`config.mk`:
```
export PLATFORM = sky130hd
export DESIGN_NAME = fast_linear_to_db_top
export DESIGN_NICKNAME = d
export VERILOG_FILES = /design/src/fl2db_pkg.sv /design/src/fl2db_front.sv /design/src/fl2db_div_cell.sv /design/src/fl2db_back.sv /design/src/fast_linear_to_db_top.sv
export SDC_FILE = /design/constraint.sdc
export NUM_CORES = 2
export LEC_CHECK = 0
export BUFFER_PORTS_ARGS = -buffer_cell sky130_fd_sc_hd__buf_2
export CELL_PAD_IN_SITES_DETAIL_PLACEMENT = 1
export CELL_PAD_IN_SITES_GLOBAL_PLACEMENT = 1
export CORE_AREA = 2 2 503 704
export CTS_BUF_LIST = sky130_fd_sc_hd__clkbuf_4
export DETAILED_ROUTE_END_ITERATION = 16
export DIE_AREA = 0 0 505 706
export PLACE_DENSITY_LB_ADDON = 0.08
export SYNTH_ARGS = -nofsm -noshare
export SYNTH_HDL_FRONTEND = slang
export SYNTH_HIERARCHICAL = 1
export SYNTH_SLANG_ARGS = --single-unit
```
`constraint.sdc`:
```
create_clock -name clk -period 96.4 [get_ports clk]
set_clock_uncertainty 0.1 [all_clocks]
set_input_delay 9.64 -clock clk [delete_from_list [all_inputs] [get_ports clk]]
set_output_delay 9.64 -clock clk [all_outputs]
set_load 0.1 [all_outputs]
```
`src/fl2db_pkg.sv`:
```
// Shared constants and helpers for the linear-to-decibel converter.
`timescale 1ns / 1ps
package fl2db_pkg;

	localparam logic [63:0] K_OFFSET = 64'd533544524211;
	localparam logic [63:0] K_SLOPE  = 64'd6433991156;
	localparam logic [63:0] K_NUM    = 64'd7412598114;
	localparam logic [63:0] K_BIAS   = 64'd1512209481;

	localparam logic [23:0] K_SCALE20 = 24'd6313057;

	localparam logic signed [18:0] LEVEL_MAX = 19'sd200000;
	localparam logic signed [18:0] LEVEL_MIN = -19'sd200000;

	localparam int LEVEL_W = 19;
	localparam int OUT_TDATA_W = 24;

	function automatic logic [63:0] to_qf(input logic [63:0] k, input int f);
		return (k + (64'd1 << (31 - f))) >> (32 - f);
	endfunction

endpackage

```
`src/fl2db_front.sv`:
```
// Input stage: coarse log2, mantissa slope term and divisor for the divider chain.
`timescale 1ns / 1ps
module fl2db_front #(
	parameter int F = 24
) (
	input  logic            clk,
	input  logic            arst_n,
	input  logic            en,
	input  logic            in_valid,
	input  logic [31:0]     sample_bits,
	output logic            out_valid,
	output logic [F:0]      div,
	output logic [F+9:0]    side
);

	localparam int CW = F + 8;
	localparam int LW = F + 10;

	localparam logic [63:0] C0 = fl2db_pkg::to_qf(fl2db_pkg::K_OFFSET, F);
	localparam logic [63:0] C1 = fl2db_pkg::to_qf(fl2db_pkg::K_SLOPE, F);
	localparam logic [63:0] C3 = fl2db_pkg::to_qf(fl2db_pkg::K_BIAS, F);

	logic [30:0]    mag;
	logic [22:0]    mant;
	logic [F-1:0]   m;
	logic [CW-1:0]  coarse;
	logic [2*F:0]   prod;
	logic [F:0]     c1_w;

	logic [CW-1:0]  coarse_s1;
	logic [F:0]     t1_s1;
	logic [F:0]     div_s1;
	logic           vld_s1;

	assign mag  = sample_bits[30:0];
	assign mant = sample_bits[22:0];
	assign c1_w = C1[F:0];

	generate
		if (F >= 24) begin : g_m_wide
			assign m = F'(1) << (F - 1) | (F'(mant) << (F - 24));
		end else begin : g_m_narrow
			assign m = {1'b1, mant[22:24-F]};
		end
		if (F >= 23) begin : g_c_wide
			assign coarse = CW'(mag) << (F - 23);
		end else begin : g_c_narrow
			assign coarse = CW'(mag >> (23 - F));
		end
	endgenerate

	assign prod = c1_w * m;

	always_ff @(posedge clk or negedge arst_n) begin
		if (!arst_n) begin
			vld_s1 <= 1'b0;
		end else if (en) begin
			vld_s1 <= in_valid;
		end
	end

	always_ff @(posedge clk) begin
		if (en) begin
			coarse_s1 <= coarse;
			t1_s1     <= prod[2*F:F];
			div_s1    <= C3[F:0] + {1'b0, m};
		end
	end

	assign out_valid = vld_s1;
	assign div       = div_s1;
	assign side      = $signed(LW'(coarse_s1)) - $signed(C0[LW-1:0]) - $signed(LW'(t1_s1));

endmodule

```
`src/fl2db_div_cell.sv`:
```
// One restoring-division cell: resolves one quotient bit per cycle while en is high and passes the rest on.
`timescale 1ns / 1ps
module fl2db_div_cell #(
	parameter int RW = 25,
	parameter int QW = 26,
	parameter int SW = 34
) (
	input  logic          clk,
	input  logic          arst_n,
	input  logic          en,
	input  logic          in_valid,
	input  logic [RW-1:0] in_rem,
	input  logic [RW-1:0] in_div,
	input  logic [QW-1:0] in_quo,
	input  logic [SW-1:0] in_side,
	input  logic          in_bit,
	output logic          out_valid,
	output logic [RW-1:0] out_rem,
	output logic [RW-1:0] out_div,
	output logic [QW-1:0] out_quo,
	output logic [SW-1:0] out_side
);

	logic [RW:0]   trial;
	logic [RW:0]   diff;
	logic          ge;

	logic          vld_q;
	logic [RW-1:0] rem_q;
	logic [RW-1:0] div_q;
	logic [QW-1:0] quo_q;
	logic [SW-1:0] side_q;

	assign trial = {in_rem, in_bit};
	assign ge    = trial >= {1'b0, in_div};
	assign diff  = trial - {1'b0, in_div};

	always_ff @(posedge clk or negedge arst_n) begin
		if (!arst_n) begin
			vld_q <= 1'b0;
		end else if (en) begin
			vld_q <= in_valid;
		end
	end

	always_ff @(posedge clk) begin
		if (en) begin
			rem_q  <= ge ? diff[RW-1:0] : trial[RW-1:0];
			div_q  <= in_div;
			quo_q  <= {in_quo[QW-2:0], ge};
			side_q <= in_side;
		end
	end

	assign out_valid = vld_q;
	assign out_rem   = rem_q;
	assign out_div   = div_q;
	assign out_quo   = quo_q;
	assign out_side  = side_q;

endmodule

```
`src/fl2db_back.sv`:
```
// Output stages: final log2, split scaling multiply, rounding and saturation.
`timescale 1ns / 1ps
module fl2db_back #(
	parameter int F = 24
) (
	input  logic                                 clk,
	input  logic                                 arst_n,
	input  logic                                 en,
	input  logic                                 in_valid,
	input  logic [F+1:0]                         quo,
	input  logic [F+9:0]                         side,
	output logic                                 out_valid,
	output logic signed [fl2db_pkg::LEVEL_W-1:0] level
);

	localparam int LW = F + 10;
	localparam int PW = F + 34;
	localparam logic [PW-1:0] RND = PW'(1) << (F + 11);

	logic signed [LW-1:0]   l_s1;
	logic                   vld_s1;
	logic signed [LW+7:0]   hi_s2;
	logic [39:0]            lo_s2;
	logic                   vld_s2;
	logic signed [PW-1:0]   sum_s3;
	logic                   vld_s3;
	logic signed [fl2db_pkg::LEVEL_W-1:0] lvl_s4;
	logic                   vld_s4;

	logic signed [21:0]     lvl;

	assign lvl = 22'(sum_s3 >>> (F + 12));

	always_ff @(posedge clk or negedge arst_n) begin
		if (!arst_n) begin
			vld_s1 <= 1'b0;
			vld_s2 <= 1'b0;
			vld_s3 <= 1'b0;
			vld_s4 <= 1'b0;
		end else if (en) begin
			vld_s1 <= in_valid;
			vld_s2 <= vld_s1;
			vld_s3 <= vld_s2;
			vld_s4 <= vld_s3;
		end
	end

	always_ff @(posedge clk) begin
		if (en) begin
			l_s1   <= $signed(side) - $signed(LW'(quo));
			hi_s2  <= $signed(l_s1[LW-1:16]) * $signed(fl2db_pkg::K_SCALE20);
			lo_s2  <= l_s1[15:0] * fl2db_pkg::K_SCALE20;
			sum_s3 <= ($signed(PW'(hi_s2)) <<< 16) + $signed(PW'(lo_s2)) + $signed(RND);
			if (lvl > fl2db_pkg::LEVEL_MAX) begin
				lvl_s4 <= fl2db_pkg::LEVEL_MAX;
			end else if (lvl < fl2db_pkg::LEVEL_MIN) begin
				lvl_s4 <= fl2db_pkg::LEVEL_MIN;
			end else begin
				lvl_s4 <= lvl[fl2db_pkg::LEVEL_W-1:0];
			end
		end
	end

	assign out_valid = vld_s4;
	assign level     = lvl_s4;

endmodule

```
`src/fast_linear_to_db_top.sv`:
```
// Path: the front stage, then the divider cell chain, then the back stages, input beat to output beat.
// Throughput: one beat per cycle; the divider is a chain of FRACTION_BITS + 2 cells,
// one quotient bit each, so every stage takes a new beat each cycle.
// All stages hold together while an output beat waits for m_tready.
// Reset: arst_n clears only the valid flags; data registers are not reset.
`timescale 1ns / 1ps
module fast_linear_to_db_top #(
	parameter int FRACTION_BITS = 24
) (
	input  logic        clk,
	input  logic        arst_n,
	input  logic        s_tvalid,
	output logic        s_tready,
	input  logic [31:0] s_tdata,   // [31:0] sample_bits
	output logic        m_tvalid,
	input  logic        m_tready,
	output logic [fl2db_pkg::OUT_TDATA_W-1:0] m_tdata  // [18:0] level_db, rest zero
);

	localparam int F  = FRACTION_BITS;
	localparam int QW = F + 2;
	localparam int RW = F + 1;
	localparam int LW = F + 10;

	localparam logic [63:0] C2 = fl2db_pkg::to_qf(fl2db_pkg::K_NUM, F);
	localparam logic [QW-1:0] DIV_BITS = QW'(C2[1:0]) << F;
	localparam logic [RW-1:0] REM_INIT = RW'(C2 >> 2);

	logic                en;
	logic                f_valid;
	logic [RW-1:0]       f_div;
	logic [LW-1:0]       f_side;

	logic                c_valid [QW+1];
	logic [RW-1:0]       c_rem   [QW+1];
	logic [RW-1:0]       c_div   [QW+1];
	logic [QW-1:0]       c_quo   [QW+1];
	logic [LW-1:0]       c_side  [QW+1];

	logic signed [fl2db_pkg::LEVEL_W-1:0] level;

	assign en       = !m_tvalid || m_tready;
	assign s_tready = en;

	fl2db_front #(
		.F(F)
	) u_front (
		.clk        (clk),
		.arst_n     (arst_n),
		.en         (en),
		.in_valid   (s_tvalid),
		.sample_bits(s_tdata),
		.out_valid  (f_valid),
		.div        (f_div),
		.side       (f_side)
	);

	assign c_valid[0] = f_valid;
	assign c_rem[0]   = REM_INIT;
	assign c_div[0]   = f_div;
	assign c_quo[0]   = '0;
	assign c_side[0]  = f_side;

	generate
		for (genvar i = 0; i < QW; i++) begin : g_cell
			fl2db_div_cell #(
				.RW(RW),
				.QW(QW),
				.SW(LW)
			) u_cell (
				.clk      (clk),
				.arst_n   (arst_n),
				.en       (en),
				.in_valid (c_valid[i]),
				.in_rem   (c_rem[i]),
				.in_div   (c_div[i]),
				.in_quo   (c_quo[i]),
				.in_side  (c_side[i]),
				.in_bit   (DIV_BITS[QW-1-i]),
				.out_valid(c_valid[i+1]),
				.out_rem  (c_rem[i+1]),
				.out_div  (c_div[i+1]),
				.out_quo  (c_quo[i+1]),
				.out_side (c_side[i+1])
			);
		end
	endgenerate

	fl2db_back #(
		.F(F)
	) u_back (
		.clk      (clk),
		.arst_n   (arst_n),
		.en       (en),
		.in_valid (c_valid[QW]),
		.quo      (c_quo[QW]),
		.side     (c_side[QW]),
		.out_valid(m_tvalid),
		.level    (level)
	);

	assign m_tdata = {{(fl2db_pkg::OUT_TDATA_W - fl2db_pkg::LEVEL_W){1'b0}}, level};

endmodule
```
==> After elaboration in Yosys (flattened, before gate mapping) <==
Cells that the tools add are included.
{ "totals": {"ff_bits": 2789, "latch_bits": 0, "mem_bits_rw": 0, "rom_bits": 0, "in_bits": 36, "out_inout_bits": 26, "elab_cells": 256, "memories": 0} }
{ "classes": {"add_sub_neg": 31, "mul": 3, "div_mod_pow": 0, "order_cmp": 28, "n_eq_ne": 0, "shift": 0, "muxes": 25, "n_bitwise": 0, "n_reduce_logical": 3} }
{ "ops": {"columns": ["operator", "count"], "rows": [
  ["$ge A26 B25 Y1", 25],
  ["$mux W25", 24],
  ["$sub A25 B25 Y25", 24],
  ["$add A58 B37 Y58 const B", 1],
  ["$add A58 B40 Y58", 1],
  ["$mul A24 B24 Y48 const A", 1],
  ["$mul A18 B24 Y42 const B", 1],
  ["$mul A16 B23 Y39 const B", 1],
  ["$sub A34 B26 Y34", 1],
  ["$sub A34 B27 Y34", 1],
  ["$sub A32 B31 Y33 const B", 1],
  ["$add A23 B24 Y25 const A", 1],
  ["$ge A24 B25 Y1 const A", 1],
  ["$sub A24 B25 Y25 const A", 1],
  ["$gt A22 B19 Y1 const B", 1],
  ["$lt A22 B19 Y1 const B", 1],
  ["$mux W19", 1],
  ["$reduce_or A2 Y1", 1],
  ["$logic_not A1 Y1", 1],
  ["$logic_or A1 B1 Y1", 1]
]} }

==> Depth between registers and ports, before layout <==
{ "depth": {"depth_word": 2, "ltp_mapped": 26, "depth_no_buf": 26} }

==> Cells and area by module <==
Netlist, hierarchy kept.
{ "by_module_without_submodules": {"columns": ["mod", "instances", "cells_per_inst", "area_per_inst_um2", "seq_area_each_um2"], "rows": [
  ["fl2db_div_cell (g_cell[10].u_cell ...)", 15, 358, 4983.5, 3328.2],
  ["fl2db_div_cell (g_cell[24].u_cell ...)", 10, 355, 5200.0, 3328.2],
  ["fl2db_back", 1, 1616, 16998.8, 4304.1],
  ["fl2db_front", 1, 1462, 15031.9, 2397.3],
  ["fl2db_div_cell (g_cell[0].u_cell)", 1, 363, 5170.0, 3328.2],
  ["fast_linear_to_db_top", 1, 8, 51.3, 0.0]
]} }

==> Least setup slack after synthesis <==
Ideal clock, no wire load.
{ "synth_timing": {"path_type": "input to output", "startpoint": "in m_tready", "endpoint": "out s_tready", "arrival_time_ns": 84.139, "required_time_ns": 86.660, "slack_ns": 2.521, "stages": 1, "path_buffers": 0, "path_cell_list": "nand2b_1"} }
{ "synth_via": {"elab_chain_len": 1} }
{ "synth_rtl": {"columns": ["item", "line", "text"], "rows": [
  ["start: declaration", "fast_linear_to_db_top.sv:16", "input logic m_tready,"],
  ["$logic_or A1 B1 Y1", "fast_linear_to_db_top.sv:42", "assign en = !m_tvalid || m_tready;"],
  ["end: declaration", "fast_linear_to_db_top.sv:13", "output logic s_tready,"]
]} }
Every way passes these cells.

==> Worst setup path in the final report <==
Same ends and word-level chain as after synthesis.

==> out/qor.csv <==
stage,metric,value,unit
min_path,min_from,g_cell[2].u_cell/out_quo[2]$_DFFE_PP_,
worst_setup_path,r2r_start,u_back/l_s1[14]$_DFFE_PP_,
drt,wire_per_inst,21.13,um
synth,netlist_area,151700,um^2
worst_setup_path,endpoint_kind,output port,
cells_and_area,final_area,165600,um^2
place,place.gp.congestion,1.012,
worst_setup_path,worstSetupPathType,in2out,
worst_setup_path,critical_path.slowest_cell,buf_2,
floorplan,initial_core_util,43.35,%
floorplan,die_w,505,um
worst_setup_path,crit_path_start_kind,input port,
min_path,hold_path_end,g_cell[3].u_cell/out_quo[3]$_DFFE_PP_,
floorplan,core_area,349900,um^2
place,placed_area,157300,um^2
global_route,grt_pass1_vias,103300,
worst_setup_path,crit_path_max_fanout,5,
global_route,overflow,0,
drt,drc,0,
cells_and_area,postLayoutCoreUtil,47.34,%
floorplan,ioPinCount,62,
worst_setup_path,slowest_delay,600,ps
global_route,grt_use_total,20.61,%
timing,worst_slew_pin_slew,1287,ps
clock_network,cts_tree,yes,
timing,rsz0062_at_grt,false,
drt,via_count,92500,
timing,fin_tns_setup,0,ps
drt,drt-total-wl,373.7,mm
flow_run,cap_viol_max_count,0,
drt,first_iter_violations,3562,
synth,ys.warnings.count,6,
timing,holdWs,276.2,ps
worst_setup_path,path_cells,buf_2 -> nand2b_4 -> buf_2,
timing,setup_viol,0,
worst_setup_path,cp.arrival,10670,ps
floorplan,die_h,706,um
worst_setup_path,cpMostUsedCell,buf_2,
worst_setup_path,worstPathRequired,86660,ps
min_path,hold_depth,0,
cells_and_area,drive_gt1_share,13.90,%
timing,slew_violations,0,
clock_network,postCtsHoldBufs,0,
cells_and_area,syn2layout_area_growth,9.198,%
clock_network,root_buffer,clkbuf_4,
timing,hold_violations,0,
timing,period_needed,20410,ps
clock_network,htree_num_levels,6,
timing,clock.fmax,49.00,MHz
timing,slew_headroom,13.49,%
clock_network,ctsResizeCount,0,
clock_network,postCtsSetupBuffers,0,
clock_network,clock-sinks,2735,
global_route,grt_max_degree,180,
global_route,grt_first_pass_wirelength,571.3,mm
cells_and_area,fin_nets,14240,
synth,syn_area_per_cell,12.79,um^2
synth,syn_inst,11850,
cells_and_area,num-fill-cells,36500,
worst_setup_path,reg2regPathDepth,23,
place,portBuffers,55,
clock_network,ctsLongestPathBuffers,4,
floorplan,die_area,356500,um^2
global_route,antenna_found_initial,19,
drt,routed_via_density,5.232,
clock_network,clkTransAtPathRegs,70,ps
floorplan,rows,257,
status,status,finished clean,
worst_setup_path,rr_endpoint,u_back/lo_s2[34]$_DFFE_PP_,
place,dp_hpwl,293.3,mm
min_path,min_path_type,reg2reg,
drt,first_pass_iters,7,
worst_setup_path,cp-startpoint,m_tready,
clock_network,cts_buffers,677,
clock_network,clk_latency,1360,ps
drt,ant_nets,0,
timing,fin_crit_sh,21.17,%
worst_setup_path,reg2reg_slack,89510,ps
==> placed cells by master (no fill, tap or decap), types with 30 or more instances in the layout <==
cell type  instances
a2111oi_2         30
a211o_1           39
a211oi_1          77
a21boi_0          42
a21o_1           339
a21oi_1          628
a21oi_2           46
a31oi_1           64
and2_1            52
and3_1            62
buf_2             55
buf_4             49
clkbuf_4         940
clkinv_1         133
conb_1            97
dfrtp_1           31
edfxtp_1        2704
fa_1             416
ha_1            1271
inv_1           1534
mux2_2           120
mux2_4           185
nand2_1          766
nand2b_1          68
nand3_1          156
nand4_1          130
nor2_1           368
nor2b_1          107
nor3_1           112
nor4_1            63
o211ai_1          34
o21a_1           107
o21ai_0          655
o21bai_1          46
o22ai_1           35
o31ai_1           50
or2_2             60
xnor2_1          430
xor2_1           292
==> per-stage QoR <==
step	cells	setup slack, ps
finish	17680	75990
global route	17680	75940
CTS	17650	75890
detailed placement	16500	75890
global placement	16500	75890
floorplan	11950	11410
==> registers in the layout, summed over array words and instances (netlist names) <==
signal and count:
g_cell.u_cell/out_div 625, g_cell.u_cell/out_quo 351, g_cell.u_cell/out_rem 625, g_cell.u_cell/out_side 884
g_cell.u_cell/out_valid 26, u_back/hi_s2 42, u_back/l_s1 34, u_back/level 19
u_back/lo_s2 23, u_back/out_valid 1, u_back/sum_s3 22, u_back/vld_s1 1
u_back/vld_s2 1, u_back/vld_s3 1, u_front/coarse_s1 29, u_front/div 25
u_front/out_valid 1, u_front/t1_s1 25
==> worst max path at each step <==
stage / end / cells after the start
after floorplan: s_tready / 1
after detailed placement: s_tready / 3
after global routing: s_tready / 3
after global placement: s_tready / 3
after CTS: s_tready / 3
final: s_tready / 3
==> metal layers <==
| metal | global-route usage (%) | routed length [um] |
|---|---|---|
| met2 | 43.29 | 221000 |
| met4 | 10.98 | 20550 |
| met5 | 0 | 123 |
| met1 | 18.20 | 122400 |
| met3 | 2.846 | 9626 |
==> layout make-up <==
class                   count  area, um^2  area share [%]
flip-flops and latches   2735       81970           49.49
clock inverters           212        1227          0.7411
clock buffers             940        7057           4.261
well taps                4662        5833           3.522
multi-input cells        7446       62870           37.96
inverters                1549        5852           3.533
diodes                     28       70.07         0.04231
repair buffers            109       743.2          0.4487
==> critical path: cells and delay by family <==
family | cells | cell delay [ps]
and+or+nand+nor | 1 | 270
buffers and inverters | 2 | 680
Power is not shown: default switching activity piles up to over one toggle a cycle in this logic, so the estimate is an artifact.
